$ cat config.mk
export PLATFORM = sky130hd
export DESIGN_NAME = multichannel_pulse_detector
export DESIGN_NICKNAME = d
export VERILOG_FILES = /design/src/rtl/core/mpd_pkg.sv /design/src/rtl/core/mpd_mul_unit.sv /design/src/rtl/core/multichannel_pulse_detector.sv
export SDC_FILE = /design/constraint.sdc
export NUM_CORES = 2
export LEC_CHECK = 0
export BUFFER_PORTS_ARGS = -buffer_cell sky130_fd_sc_hd__buf_4
export CELL_PAD_IN_SITES_DETAIL_PLACEMENT = 0
export CELL_PAD_IN_SITES_GLOBAL_PLACEMENT = 1
export CORE_MARGIN = 2
export CORE_UTILIZATION = 55
export DETAILED_ROUTE_END_ITERATION = 16
export HOLD_SLACK_MARGIN = 0.1
export PLACE_DENSITY_LB_ADDON = 0.25
export SYNTH_ARGS = -nofsm -noshare
export SYNTH_HDL_FRONTEND = slang
export SYNTH_SLANG_ARGS = --single-unit
$ cat constraint.sdc
create_clock -name i_clk -period 22.7 [get_ports i_clk]
set_clock_uncertainty 0.05 [all_clocks]
set_input_delay 1.135 -clock i_clk [delete_from_list [all_inputs] [get_ports i_clk]]
set_output_delay 1.135 -clock i_clk [all_outputs]
set_load 0.03 [all_outputs]
$ cat src/rtl/core/mpd_pkg.sv
// Shared types, codes and constants of the multichannel pulse detector.
// No dependencies; imported by every module of the block.
`timescale 1ns / 1ps
`default_nettype none

package mpd_pkg;

    // Parameter defaults
    localparam int CHANNELS_DEF    = 4;
    localparam int COUNT_WIDTH_DEF = 24;

    // Field widths
    localparam int CH_W     = 2;
    localparam int SAMPLE_W = 10;
    localparam int SPEED_W  = 12;
    localparam int STATUS_W = 3;
    localparam int PERIOD_W = 24;
    localparam int UNIT_W   = 10;
    localparam int DEB_W    = 8;
    localparam int ADDR_W   = 5;
    localparam int DATA_W   = 32;

    // Limit scaling: long limit is unit * LONG_FACTOR / s,
    // warning limits are unit * WARN_FACTOR / (3 * s)
    localparam int LONG_FACTOR = 100 * 20;
    localparam int WARN_FACTOR = 100 * 5;
    localparam int LIM_W       = UNIT_W + $clog2(LONG_FACTOR);

    // Second multiplier operand holds up to three times the speed
    localparam int MUL_B_W = SPEED_W + 2;

    localparam logic [PERIOD_W-1:0] PERIOD_MAX = '1;

    // Channel phase
    typedef logic [1:0] t_phase;
    localparam t_phase PH_IDLE   = 2'd0;
    localparam t_phase PH_START  = 2'd1;
    localparam t_phase PH_STABLE = 2'd2;
    localparam t_phase PH_END    = 2'd3;

    // Result status
    typedef logic [STATUS_W-1:0] t_status;
    localparam t_status ST_NONE      = 3'd0;
    localparam t_status ST_PULSE     = 3'd1;
    localparam t_status ST_MISS_LOW  = 3'd2;
    localparam t_status ST_MISS_HIGH = 3'd3;
    localparam t_status ST_UNSTABLE  = 3'd4;
    localparam t_status ST_HIGH_LONG = 3'd5;
    localparam t_status ST_LOW_LONG  = 3'd6;

    // Commands
    typedef logic t_cmd;
    localparam t_cmd CMD_TICK  = 1'b0;
    localparam t_cmd CMD_CLEAR = 1'b1;

    // Register map (word index)
    typedef logic [2:0] t_reg_idx;
    localparam t_reg_idx REG_LEVEL     = 3'd0;
    localparam t_reg_idx REG_HIGH_DEB  = 3'd1;
    localparam t_reg_idx REG_LOW_DEB   = 3'd2;
    localparam t_reg_idx REG_LOW_UNIT  = 3'd3;
    localparam t_reg_idx REG_HIGH_UNIT = 3'd4;

    // Register reset values
    localparam logic [SAMPLE_W-1:0] RST_LEVEL     = 10'd512;
    localparam logic [DEB_W-1:0]    RST_HIGH_DEB  = 8'd3;
    localparam logic [DEB_W-1:0]    RST_LOW_DEB   = 8'd3;
    localparam logic [UNIT_W-1:0]   RST_LOW_UNIT  = 10'd10;
    localparam logic [UNIT_W-1:0]   RST_HIGH_UNIT = 10'd10;

endpackage

`default_nettype wire

$ cat src/rtl/core/mpd_mul_unit.sv
// Shared multiplier of the pulse detector with a registered product.
// Depends on mpd_pkg for the width of the second operand.
`timescale 1ns / 1ps
`default_nettype none

module mpd_mul_unit #(
    parameter int A_W = mpd_pkg::COUNT_WIDTH_DEF
) (
    input  wire logic                              i_clk,
    input  wire logic [A_W-1:0]                    i_a,
    input  wire logic [mpd_pkg::MUL_B_W-1:0]       i_b,
    output logic      [A_W+mpd_pkg::MUL_B_W-1:0]   o_prod
);
    import mpd_pkg::*;

    logic [A_W+MUL_B_W-1:0] r_prod;

    // Multiply and register
    always_ff @(posedge i_clk) begin
        r_prod <= (A_W+MUL_B_W)'(i_a) * (A_W+MUL_B_W)'(i_b);
    end

    assign o_prod = r_prod;

endmodule

`default_nettype wire

$ cat src/rtl/core/multichannel_pulse_detector.sv
// Multichannel pulse detector: each transaction passes through idle, six sequencer
// steps (five products through the shared multiplier and a final compare) and a write-back;
// the result then waits in an output register. A new transaction is accepted only in idle,
// after the previous one has been written back, as the shared multiplier sequence serves
// one transaction at a time; a result left waiting holds the write-back step and the input.
// Synchronous reset clears every channel as a clear command and restores the registers.
// Depends on mpd_pkg and mpd_mul_unit.
`timescale 1ns / 1ps
`default_nettype none

module multichannel_pulse_detector #(
    parameter int CHANNELS    = mpd_pkg::CHANNELS_DEF,
    parameter int COUNT_WIDTH = mpd_pkg::COUNT_WIDTH_DEF
) (
    input  wire logic                            i_clk,
    input  wire logic                            i_rst_n,
    // APB-style configuration port
    input  wire logic                            psel,
    input  wire logic                            penable,
    input  wire logic                            pwrite,
    input  wire logic [mpd_pkg::ADDR_W-1:0]      paddr,
    input  wire logic [mpd_pkg::DATA_W-1:0]      pwdata,
    output logic      [mpd_pkg::DATA_W-1:0]      prdata,
    output logic                                 pready,
    // Input channel
    input  wire logic                            i_in_valid,
    output logic                                 o_in_ready,
    input  wire logic                            i_cmd,
    input  wire logic [mpd_pkg::CH_W-1:0]        i_channel,
    input  wire logic [mpd_pkg::SAMPLE_W-1:0]    i_sample,
    input  wire logic [mpd_pkg::SPEED_W-1:0]     i_speed_coeff,
    // Output channel
    output logic                                 o_out_valid,
    input  wire logic                            i_out_ready,
    output logic      [mpd_pkg::STATUS_W-1:0]    o_status,
    output logic                                 o_period_valid,
    output logic      [mpd_pkg::PERIOD_W-1:0]    o_period,
    output logic      [mpd_pkg::CH_W-1:0]        o_out_channel
);
    import mpd_pkg::*;

    localparam int CH_IDX_W = (CHANNELS > 1) ? $clog2(CHANNELS) : 1;
    localparam int PROD_W   = COUNT_WIDTH + MUL_B_W;
    localparam logic [COUNT_WIDTH-1:0] CNT_PMAX = COUNT_WIDTH'(PERIOD_MAX);

    // Sequencer states
    localparam logic [1:0] S_IDLE = 2'd0;
    localparam logic [1:0] S_RUN  = 2'd1;
    localparam logic [1:0] S_DONE = 2'd2;

    localparam logic [2:0] STEP_LAST = 3'd5;

    function automatic logic [COUNT_WIDTH-1:0] sat_inc(input logic [COUNT_WIDTH-1:0] v);
        return (&v) ? v : v + COUNT_WIDTH'(1);
    endfunction

    // Configuration registers
    logic [SAMPLE_W-1:0] r_level;
    logic [DEB_W-1:0]    r_high_deb;
    logic [DEB_W-1:0]    r_low_deb;
    logic [UNIT_W-1:0]   r_low_unit;
    logic [UNIT_W-1:0]   r_high_unit;

    // Per-channel state
    t_phase                 r_phase  [CHANNELS];
    logic [COUNT_WIDTH-1:0] r_hrun   [CHANNELS];
    logic [COUNT_WIDTH-1:0] r_lrun   [CHANNELS];
    logic [COUNT_WIDTH-1:0] r_per    [CHANNELS];
    logic [COUNT_WIDTH-1:0] r_idle   [CHANNELS];
    logic                   r_first  [CHANNELS];

    // Sequencer and working registers
    logic [1:0]           r_state, n_state;
    logic [2:0]           r_step;
    t_cmd                 r_cmd;
    logic [CH_W-1:0]      r_ch;
    logic                 r_ch_ok;
    logic [CH_IDX_W-1:0]  r_idx;
    logic                 r_high;
    logic [SPEED_W-1:0]   r_s;
    logic [MUL_B_W-1:0]   r_s3;
    logic [LIM_W-1:0]     r_lim_long;
    logic [LIM_W-1:0]     r_lim_warn;
    logic                 r_gt_long;
    logic                 r_gt_warn;
    logic                 r_gt_unst;

    // Output register
    logic                 r_out_valid;
    t_status              r_status;
    logic                 r_pvalid;
    logic [PERIOD_W-1:0]  r_period;
    logic [CH_W-1:0]      r_out_ch;

    logic                 cfg_wr;
    logic                 in_acc;
    logic                 can_push;
    logic                 ch_ok_in;
    logic [SPEED_W-1:0]   s_clamped;

    // Channel view and next values
    t_phase                 cur_ph;
    logic [COUNT_WIDTH-1:0] cur_hrun, cur_lrun, cur_idle;
    logic                   cur_first;
    logic [COUNT_WIDTH-1:0] per_inc, hrun_inc, lrun_inc, idle_inc;
    logic [COUNT_WIDTH-1:0] cnt_op;
    logic [UNIT_W-1:0]      warn_unit;
    t_phase                 n_ph;
    logic [COUNT_WIDTH-1:0] n_hrun, n_lrun, n_per, n_idle;
    logic                   n_first;
    t_status                n_status;
    logic                   n_pvalid;
    logic [PERIOD_W-1:0]    n_period;

    // Multiplier operands
    logic [COUNT_WIDTH-1:0] mul_a;
    logic [MUL_B_W-1:0]     mul_b;
    logic [PROD_W-1:0]      prod;

    assign cfg_wr    = psel && penable && pwrite && pready;
    assign pready    = 1'b1;
    assign o_in_ready = (r_state == S_IDLE);
    assign in_acc    = i_in_valid && o_in_ready;
    assign can_push  = !r_out_valid || i_out_ready;
    assign ch_ok_in  = (32'(i_channel) < 32'(CHANNELS));
    assign s_clamped = (i_speed_coeff == '0) ? SPEED_W'(1) : i_speed_coeff;

    // Write configuration registers
    always_ff @(posedge i_clk) begin
        if (!i_rst_n) begin
            r_level     <= RST_LEVEL;
            r_high_deb  <= RST_HIGH_DEB;
            r_low_deb   <= RST_LOW_DEB;
            r_low_unit  <= RST_LOW_UNIT;
            r_high_unit <= RST_HIGH_UNIT;
        end else if (cfg_wr) begin
            unique case (paddr[4:2])
                REG_LEVEL:     r_level     <= pwdata[SAMPLE_W-1:0];
                REG_HIGH_DEB:  r_high_deb  <= pwdata[DEB_W-1:0];
                REG_LOW_DEB:   r_low_deb   <= pwdata[DEB_W-1:0];
                REG_LOW_UNIT:  r_low_unit  <= pwdata[UNIT_W-1:0];
                REG_HIGH_UNIT: r_high_unit <= pwdata[UNIT_W-1:0];
                default: ;
            endcase
        end
    end

    // Read back configuration registers
    always_comb begin
        unique case (paddr[4:2])
            REG_LEVEL:     prdata = DATA_W'(r_level);
            REG_HIGH_DEB:  prdata = DATA_W'(r_high_deb);
            REG_LOW_DEB:   prdata = DATA_W'(r_low_deb);
            REG_LOW_UNIT:  prdata = DATA_W'(r_low_unit);
            REG_HIGH_UNIT: prdata = DATA_W'(r_high_unit);
            default:       prdata = '0;
        endcase
    end

    // Sequencer
    always_comb begin
        n_state = r_state;
        unique case (r_state)
            S_IDLE: if (in_acc) n_state = S_RUN;
            S_RUN:  if (r_step == STEP_LAST) n_state = S_DONE;
            S_DONE: if (can_push) n_state = S_IDLE;
            default: n_state = S_IDLE;
        endcase
    end

    always_ff @(posedge i_clk) begin
        if (!i_rst_n) begin
            r_state <= S_IDLE;
            r_step  <= '0;
        end else begin
            r_state <= n_state;
            if (r_state == S_RUN) begin
                r_step <= r_step + 3'd1;
            end else begin
                r_step <= '0;
            end
        end
    end

    // Latch the transaction
    always_ff @(posedge i_clk) begin
        if (in_acc) begin
            r_cmd   <= i_cmd;
            r_ch    <= i_channel;
            r_ch_ok <= ch_ok_in;
            r_idx   <= ch_ok_in ? CH_IDX_W'(i_channel) : '0;
            r_high  <= (i_sample > r_level);
            r_s     <= s_clamped;
            r_s3    <= MUL_B_W'(s_clamped) + {1'b0, s_clamped, 1'b0};
        end
    end

    // Current state of the addressed channel and its incremented counters
    always_comb begin
        cur_ph    = r_phase[r_idx];
        cur_hrun  = r_hrun[r_idx];
        cur_lrun  = r_lrun[r_idx];
        cur_idle  = r_idle[r_idx];
        cur_first = r_first[r_idx];
        per_inc   = sat_inc(r_per[r_idx]);
        hrun_inc  = sat_inc(cur_hrun);
        lrun_inc  = sat_inc(cur_lrun);
        idle_inc  = sat_inc(cur_idle);
        // idle runs are checked in idle, high runs in stable high
        cnt_op    = (cur_ph == PH_IDLE) ? idle_inc : hrun_inc;
        warn_unit = (cur_ph == PH_IDLE) ? r_low_unit : r_high_unit;
    end

    // Operand select: two limits, then three count products
    always_comb begin
        case (r_step)
            3'd0: begin
                mul_a = COUNT_WIDTH'(r_low_unit);
                mul_b = MUL_B_W'(LONG_FACTOR);
            end
            3'd1: begin
                mul_a = COUNT_WIDTH'(warn_unit);
                mul_b = MUL_B_W'(WARN_FACTOR);
            end
            3'd2: begin
                mul_a = cnt_op;
                mul_b = MUL_B_W'(r_s);
            end
            3'd3: begin
                mul_a = cnt_op;
                mul_b = r_s3;
            end
            3'd4: begin
                mul_a = per_inc;
                mul_b = MUL_B_W'(r_s);
            end
            default: begin
                mul_a = '0;
                mul_b = '0;
            end
        endcase
    end

    mpd_mul_unit #(
        .A_W (COUNT_WIDTH)
    ) u_mul (
        .i_clk  (i_clk),
        .i_a    (mul_a),
        .i_b    (mul_b),
        .o_prod (prod)
    );

    // Capture limits and compare results; count > floor(A / d) holds exactly when
    // count * d > A
    always_ff @(posedge i_clk) begin
        if (r_state == S_RUN) begin
            case (r_step)
                3'd1: r_lim_long <= prod[LIM_W-1:0];
                3'd2: r_lim_warn <= prod[LIM_W-1:0];
                3'd3: r_gt_long  <= (prod > PROD_W'(r_lim_long));
                3'd4: r_gt_warn  <= (prod > PROD_W'(r_lim_warn));
                3'd5: r_gt_unst  <= (prod > PROD_W'(r_lim_long));
                default: ;
            endcase
        end
    end

    // Next channel state and result
    always_comb begin
        n_ph     = cur_ph;
        n_hrun   = cur_hrun;
        n_lrun   = cur_lrun;
        n_per    = per_inc;
        n_idle   = cur_idle;
        n_first  = cur_first;
        n_status = r_gt_unst ? ST_UNSTABLE : ST_NONE;
        n_pvalid = 1'b0;
        n_period = '0;

        if (r_cmd == CMD_CLEAR) begin
            n_ph     = PH_IDLE;
            n_hrun   = '0;
            n_lrun   = '0;
            n_per    = '0;
            n_idle   = '0;
            n_first  = 1'b1;
            n_status = ST_NONE;
        end else begin
            unique case (cur_ph)
                PH_IDLE: begin
                    if (r_high) begin
                        n_ph   = PH_START;
                        n_hrun = COUNT_WIDTH'(1);
                        n_lrun = '0;
                    end else begin
                        n_idle = idle_inc;
                        if (r_gt_long) begin
                            n_status = ST_MISS_LOW;
                        end else if (r_gt_warn) begin
                            n_status = ST_LOW_LONG;
                        end
                    end
                end
                PH_START: begin
                    n_idle = '0;
                    if (r_high) begin
                        n_hrun = hrun_inc;
                        if (hrun_inc >= COUNT_WIDTH'(r_high_deb)) n_ph = PH_STABLE;
                    end else begin
                        n_ph = PH_IDLE;
                    end
                end
                PH_STABLE: begin
                    if (!r_high) begin
                        n_ph   = PH_END;
                        n_lrun = COUNT_WIDTH'(1);
                        n_hrun = '0;
                    end else begin
                        n_hrun = hrun_inc;
                        if (r_gt_long) begin
                            n_status = ST_MISS_HIGH;
                        end else if (r_gt_warn) begin
                            n_status = ST_HIGH_LONG;
                        end
                    end
                end
                PH_END: begin
                    if (!r_high) begin
                        n_lrun = lrun_inc;
                        if (lrun_inc >= COUNT_WIDTH'(r_low_deb)) begin
                            // pulse accepted: report period unless first after clear
                            n_ph     = PH_IDLE;
                            n_status = ST_PULSE;
                            n_per    = '0;
                            n_first  = 1'b0;
                            if (!cur_first) begin
                                n_pvalid = 1'b1;
                                n_period = (per_inc > CNT_PMAX) ? PERIOD_MAX
                                                                : PERIOD_W'(per_inc);
                            end
                        end
                    end else begin
                        n_ph = PH_IDLE;
                    end
                end
                default: ;
            endcase
        end

        // Drop everything for a channel that does not exist
        if (!r_ch_ok) begin
            n_status = ST_NONE;
            n_pvalid = 1'b0;
            n_period = '0;
        end
    end

    // Write back channel state
    always_ff @(posedge i_clk) begin
        if (!i_rst_n) begin
            for (int i = 0; i < CHANNELS; i++) begin
                r_phase[i] <= PH_IDLE;
                r_hrun[i]  <= '0;
                r_lrun[i]  <= '0;
                r_per[i]   <= '0;
                r_idle[i]  <= '0;
                r_first[i] <= 1'b1;
            end
        end else if (r_state == S_DONE && can_push && r_ch_ok) begin
            r_phase[r_idx] <= n_ph;
            r_hrun[r_idx]  <= n_hrun;
            r_lrun[r_idx]  <= n_lrun;
            r_per[r_idx]   <= n_per;
            r_idle[r_idx]  <= n_idle;
            r_first[r_idx] <= n_first;
        end
    end

    // Output register: load on completion, drop when taken
    always_ff @(posedge i_clk) begin
        if (!i_rst_n) begin
            r_out_valid <= 1'b0;
        end else if (r_state == S_DONE && can_push) begin
            r_out_valid <= 1'b1;
        end else if (i_out_ready) begin
            r_out_valid <= 1'b0;
        end
    end

    always_ff @(posedge i_clk) begin
        if (r_state == S_DONE && can_push) begin
            r_status <= n_status;
            r_pvalid <= n_pvalid;
            r_period <= n_period;
            r_out_ch <= r_ch;
        end
    end

    assign o_out_valid    = r_out_valid;
    assign o_status       = r_status;
    assign o_period_valid = r_pvalid;
    assign o_period       = r_period;
    assign o_out_channel  = r_out_ch;

endmodule

`default_nettype wire

# Yosys cells after proc, flatten, opt, wreduce, memory -nomap -nowiden
# Memories as Yosys holds them, arrays and structs flattened. A register that Yosys moved wholly into a read port is not among the register bits.
# Index checks and enable logic that the tools add are counted.
[classes]
n_bitwise = 2
n_mux = 85
n_lt_le_gt_ge = 6
n_addsub = 6
eq_ne = 17
reduce_logical = 38
n_mul = 1
[op_table]
columns = ["op", "count"]
rows = [
  ["24-bit two-way mux", 24],
  ["24-bit case mux with 3 select lines", 2],
  ["24-bit by 1-bit adder with 24-bit output, second input constant", 4],
  ["24-bit case mux with 4 select lines", 1],
  ["24-bit AND reduction", 4],
  ["24-bit OR reduction", 4],
  ["38-bit by 21-bit greater-than comparator with 1-bit output", 2],
  ["14-bit case mux with 4 select lines", 1],
  ["10-bit case mux with 5 select lines", 1],
  ["24-bit by 8-bit >= comparator with 1-bit output", 2],
  ["24-bit case mux with 2 select lines", 1],
  ["2-bit two-way mux", 23],
  ["24-bit by 14-bit multiplier with 38-bit output", 1],
  ["3-bit two-way mux", 9],
  ["24-bit greater-than comparator, second input constant", 1],
  ["2-bit AND reduction", 11],
  ["1-bit two-way mux", 18],
  ["12-bit by 13-bit adder with 14-bit output", 1],
  ["3-bit by 2-bit equality test with 1-bit output, second input constant", 4],
  ["12-bit zero test", 1],
  ["12-bit two-way mux", 1],
  ["10-bit greater-than comparator", 1],
  ["10-bit two-way mux", 1],
  ["3-bit equality test, second input constant", 3],
  ["other kinds (21)", 34],
]
[totals]
in_bits = 69
ramBits = 396
reg_bits = 195
n_memories = 6
[mem_list]
columns = ["memory", "depth", "width", "read_ports", "rd_ports_with_merged_regs", "write_ports", "line", "rtl"]
rows = [
  ["r_hrun", 4, 24, 1, 1, 4, "multichannel_pulse_detector.sv:66", "logic [COUNT_WIDTH-1:0] r_hrun [CHANNELS];"],
  ["r_idle", 4, 24, 1, 1, 4, "multichannel_pulse_detector.sv:69", "logic [COUNT_WIDTH-1:0] r_idle [CHANNELS];"],
  ["r_lrun", 4, 24, 1, 1, 4, "multichannel_pulse_detector.sv:67", "logic [COUNT_WIDTH-1:0] r_lrun [CHANNELS];"],
  ["r_per", 4, 24, 1, 1, 4, "multichannel_pulse_detector.sv:68", "logic [COUNT_WIDTH-1:0] r_per [CHANNELS];"],
  ["r_phase", 4, 2, 1, 1, 4, "multichannel_pulse_detector.sv:65", "t_phase r_phase [CHANNELS];"],
  ["r_first", 4, 1, 1, 1, 4, "multichannel_pulse_detector.sv:70", "logic r_first [CHANNELS];"],
]

# Logic depth before layout (Yosys ltp)
[depth]
ltp_word = 8
ltp_mapped = 41
ltp_nobuf = 33

# Cells and area by module
# Synthesis repeated with hierarchy kept, for this count alone.
[unflattened]
hier_cells = 3873
hier_area_um2 = 41185.8
[modules_own_cells]
columns = ["module", "n_inst", "seq_area_each_um2", "cells_per_inst", "area_each_um2"]
rows = [
  ["multichannel_pulse_detector", 1, 16095.4, 2592, 29640.9],
  ["mpd_mul_unit", 1, 760.7, 1281, 11544.8],
]

# Worst setup path before layout
# No wires, ideal clock.
[synth_timing]
path_type = "register to register"
start = "register with a tool-made name"
end = "register u_mul.r_prod[37] (netlist: u_mul.o_prod[37])"
arrival_ps = 9361
path_stages_with_launch = 39
n_path_buf = 9
setup_slack_ps = 13160
setup_ps = 129
synth_period_minus_slack_ps = 9540
path_cell_list = "dfxtp_1 > buf_6 > buf_12 > buf_12 > buf_12 > buf_12 > buf_12 > mux4_1 > buf_2 > ha_1 > nand4_1 > nor4_2 > and2_1 > buf_2 > nor2_1 > or3_1 > o21ai_0 > a21oi_1 > (+3 left out) > fa_1 > fa_1 > fa_1 > fa_1 > inv_1 > fa_1 > inv_1 > ha_1 > a211o_1 > a21oi_1 > a21oi_1 > a221o_1 > a41oi_1 > o211ai_1 > a211oi_1 > o31ai_1 > o41ai_1 > xnor2_1"
[synth_lines]
columns = ["item", "line", "rtl"]
rows = [
  ["end signal: assignment", "mpd_mul_unit.sv:20", "r_prod <= (A_W+MUL_B_W)'(i_a) * (A_W+MUL_B_W)'(i_b);"],
  ["end: declaration", "mpd_mul_unit.sv:16", "logic [A_W+MUL_B_W-1:0] r_prod;"],
]

==> flow_summary_export.csv <==
group,metric,value,unit
outcome,status,"complete, no violations",
hold_path,holdCritPathClass,"register to register",
power_and_ir_drop,irDropWorstVdd,0.0000444,V
global_routing,grt_pass1_vias,29100,
power_and_ir_drop,p_int,0.00204,W
hold_path,hold_start,"u_mul.o_prod[0]$_DFF_P_",
worst_setup_path,path_max_fanout,37,
worst_setup_path,arrival,12.39,ns
final_layout,layout.cells.non_filler,4893,
clock_network,postCtsHoldBufs,0,
clock_network,postCtsSetupBuffers,0,
clock_network,cts_max_level,3,
clock_network,clkLatencyLatePin,0.63,ns
final_layout,syn2layout_area_growth,8.57,%
route,drtAntennaViolNets,0,
power_and_ir_drop,clock_power_share,38.3,%
sta,rsz0062_at_grt,"false",
worst_setup_path,rrSetupSlack,10.75,ns
global_routing,antenna_found_initial,1,
worst_setup_path,crit_path_start_kind,"register",
clock_network,cts.root.buffer_cell,"clkbuf_16",
placement,dp_cells,4770,
power_and_ir_drop,combPwrFrac,17.8,%
route,firstDrtPassIters,6,
final_layout,multiInputGateArea,0.0216,sq mm
route,routedWlPerCell,21.3,um
power_and_ir_drop,total_switching_power,0.000812,W
worst_setup_path,crit_buf_inv,5,
sta,setup_violations,0,
worst_setup_path,required,23.14,ns
synthesis,syn_avg_cell_area,10.7,sq um
sta,max_freq,0.0837,GHz
global_routing,grt_pass1_wl,165,mm
global_routing,grt_max_degree,72,
route,drt-initial-drc-count,2427,
route,viasPerCell,5.85,
power_and_ir_drop,power.total,0.00285,W
power_and_ir_drop,p_seq_share,43.9,%
sta,slew_violations,0,
clock_network,clock-sinks,592,
power_and_ir_drop,p_leak,18.7,nW
hold_path,whs_path_depth,0,
placement,port_buffers,86,
sta,finalCritPeriodShare,52.7,%
flow_run,drv_cap,0,
clock_network,numCtsBuffers,67,
global_routing,grt_overflow_total,0,
route,via_count,28600,
sta,finalCriticalPeriod,11.95,ns
worst_setup_path,end_kind,"register",
hold_path,holdPathEnd,"r_lim_warn[0]$_DFFE_PP_",
clock_network,clk_pin_slew,0.06,ns
global_routing,grtUsageTotal,27.7,%
synthesis,async_reset_ff_share,0,%
worst_setup_path,reg2reg_depth,32,
floorplan,core-area,0.0742,sq mm
synthesis,synth_area,0.0410,sq mm
floorplan,start_util,55.3,%
placement,gp_congestion,0.890,
synthesis,synth_cell_types,106,
sta,hold_violations,0,
synthesis,synth_seq_cells,592,
synthesis,yosysSeqAreaShare,41.1,%
final_layout,fillers,6273,
power_and_ir_drop,p_sw_share,28.5,%
clock_network,cts_tree,"yes",
synthesis,yosysWarnings,0,
power_and_ir_drop,power.density,64.0,mW/mm^2
synthesis,synth_edf_count,500,
worst_setup_path,r2r-end,"u_mul.o_prod[37]$_DFF_P_",
floorplan,ios,134,
final_layout,drive_above_1_share,9.86,%
clock_network,cts_resized,0,
worst_setup_path,cp_slowest_stage_delay,0.81,ns
worst_setup_path,slowest_stage,"dfxtp_4",
floorplan,die_h,277,um
floorplan,dieArea,0.0768,sq mm
clock_network,cts.path.max_buffers,3,
route,drt-total-wl,104,mm
synthesis,synthFlopType,"edfxtp_1",
floorplan,rows,100,
final_layout,num-nets-final,4397,
worst_setup_path,path_class,"register to register",
final_layout,regArea,0.0169,sq mm
worst_setup_path,crit_family,"adder cells",
sta,slew_headroom,13.3,%
placement,dpl.hpwl,72.4,mm
floorplan,die_w,277,um
route,drc,0,
synthesis,synthCells,3842,
worst_setup_path,crit_top_cell,"fa_1",
sta,worstMarginPinSlew,1.30,ns
sta,tns,0,ns
-- how the worst max path moves through the flow --
stage	from	to	slack [ns]	depth (start not counted)
6_report	register	u_mul.o_prod[37]$_DFF_P_	10.75	32
5_1_grt	register	u_mul.o_prod[37]$_DFF_P_	10.04	32
4_1_cts	register	u_mul.o_prod[37]$_DFF_P_	10.77	32
3_3_place_gp	register	u_mul.o_prod[37]$_DFF_P_	10.90	32
2_1_floorplan	register	u_mul.o_prod[37]$_DFF_P_	13.16	38
3_5_place_dp	register	u_mul.o_prod[37]$_DFF_P_	10.84	32
-- layer usage --
layer	global-route usage, %	part of all wire (%)	up-vias
li1	-	-	13200
met1	40.3	45	14300
met2	43.4	45	984
met3	4.78	7.6	134
met4	7.15	2.1	0
met5	0	0	-
-- cell families (layout without fill, tap and decap cells) --
| kind of cell | Yosys count | count (layout) | share of synthesized area, % |
|---|---|---|---|
| compound gates | 492 | 492 | 8.14 |
| xor+xnor | 117 | 117 | 2.50 |
| fa+ha+maj | 458 | 458 | 18.8 |
| buf+inv | 637 | 697 | 6.78 |
| flops | 592 | 592 | 41.1 |
| mux | 158 | 158 | 7.24 |
| other cells | 2 | 24 | 0.0183 |
| simple gates | 1386 | 1386 | 15.5 |
-- Yosys cell counts (9+ instances only) --
cell / number / area share, %
a22oi_1: 29 / 0.53
fa_1: 262 / 13
xnor2_1: 75 / 1.6
and3_1: 21 / 0.32
a31oi_1: 16 / 0.24
mux4_2: 55 / 3.0
dfxtp_1: 92 / 4.5
mux4_1: 38 / 2.4
nor4_1: 15 / 0.23
a221oi_1: 11 / 0.23
edfxtp_1: 500 / 37
a211oi_1: 11 / 0.20
a21boi_0: 20 / 0.37
a21o_1: 48 / 0.88
o22ai_1: 20 / 0.30
nand4_1: 39 / 0.59
nand2_1: 415 / 3.8
or2_2: 15 / 0.23
buf_2: 21 / 0.26
clkbuf_1: 123 / 1.1
xor2_1: 42 / 0.90
inv_1: 438 / 4.0
or3_1: 12 / 0.18
o21a_1: 9 / 0.16
and4_1: 10 / 0.21
nor3_1: 38 / 0.46
nand3_1: 46 / 0.56
a22o_1: 14 / 0.30
ha_1: 196 / 6.0
mux2i_1: 53 / 1.3
a221o_1: 9 / 0.22
and2_1: 77 / 1.2
buf_4: 26 / 0.48
nor2b_1: 53 / 0.81
nor2_1: 558 / 5.1
a21oi_1: 86 / 1.0
nand2b_1: 35 / 0.53
o211ai_1: 13 / 0.24
o21ai_0: 126 / 1.5
o31ai_1: 9 / 0.16
-- flip-flops by register name, summed over array words and instances, names as in the netlist, 13 cells and up, named ones only --
signal        cells
u_mul.o_prod     38
r_lim_warn       21
r_s3             13
o_period         24
r_per            96
r_hrun           96
r_idle           96
r_lrun           96
r_lim_long       21
-- metrics by stage --
step           instance area [sq um]  utilization (%)  hold WS [ns]  worst slack, ns
6_report                       44500             60.0         0.410            10.75
5_1_grt                        44500             60.0         0.450            10.04
4_1_cts                        44500             60.0         0.409            10.77
3_5_place_dp                   42300             57.1         0.397            10.84
3_3_place_gp                   42300             57.1         0.382            10.90
2_1_floorplan                  41100                -         0.376            13.16
-- final cells by class --
type | instances | share of cell area, %
flip-flops and latches | 592 | 37.9
multi-input cells | 2634 | 48.5
well taps | 969 | 2.72
inverters | 438 | 3.69
repair buffers | 137 | 2.31
clock buffers | 86 | 4.04
clock inverters | 36 | 0.907
diodes | 1 | 0.00562
-- power groups by stage --
stage / clock network, W / registers (W) / logic (W)
global route: 0.00115 / 0.00126 / 0.000567
global placement: 0 / 0.00127 / 0.000498
detailed placement: 0 / 0.00128 / 0.000505
CTS: 0.00111 / 0.00125 / 0.000508
floorplan: 0 / 0.00126 / 0.000379
finish: 0.00109 / 0.00125 / 0.000508
-- cells in the final DEF (no fill, tap or decap), types with 13 or more instances in the layout --
master     instances
ha_1             196
a22o_1            14
a21o_1            48
o22ai_1           14
a31oi_1           16
a22oi_1           29
nand2b_1          35
nand4_1           39
xor2_1            42
nor3_1            38
and2_1            77
o211ai_1          13
fa_1             262
nand2_1          410
mux2i_1           53
buf_4            137
or2_2             15
conb_1            23
clkbuf_16         68
mux4_1            38
and3_1            21
mux4_2            55
nor2b_1           52
a21oi_1           86
inv_1            438
nand3_1           46
dfxtp_1           90
nor2_1           554
o21ai_0          124
edfxtp_1         500
nor4_1            15
a21boi_0          20
xnor2_1           75
clkbuf_1          15
Note: power is estimated with default switching activity, not from simulation.
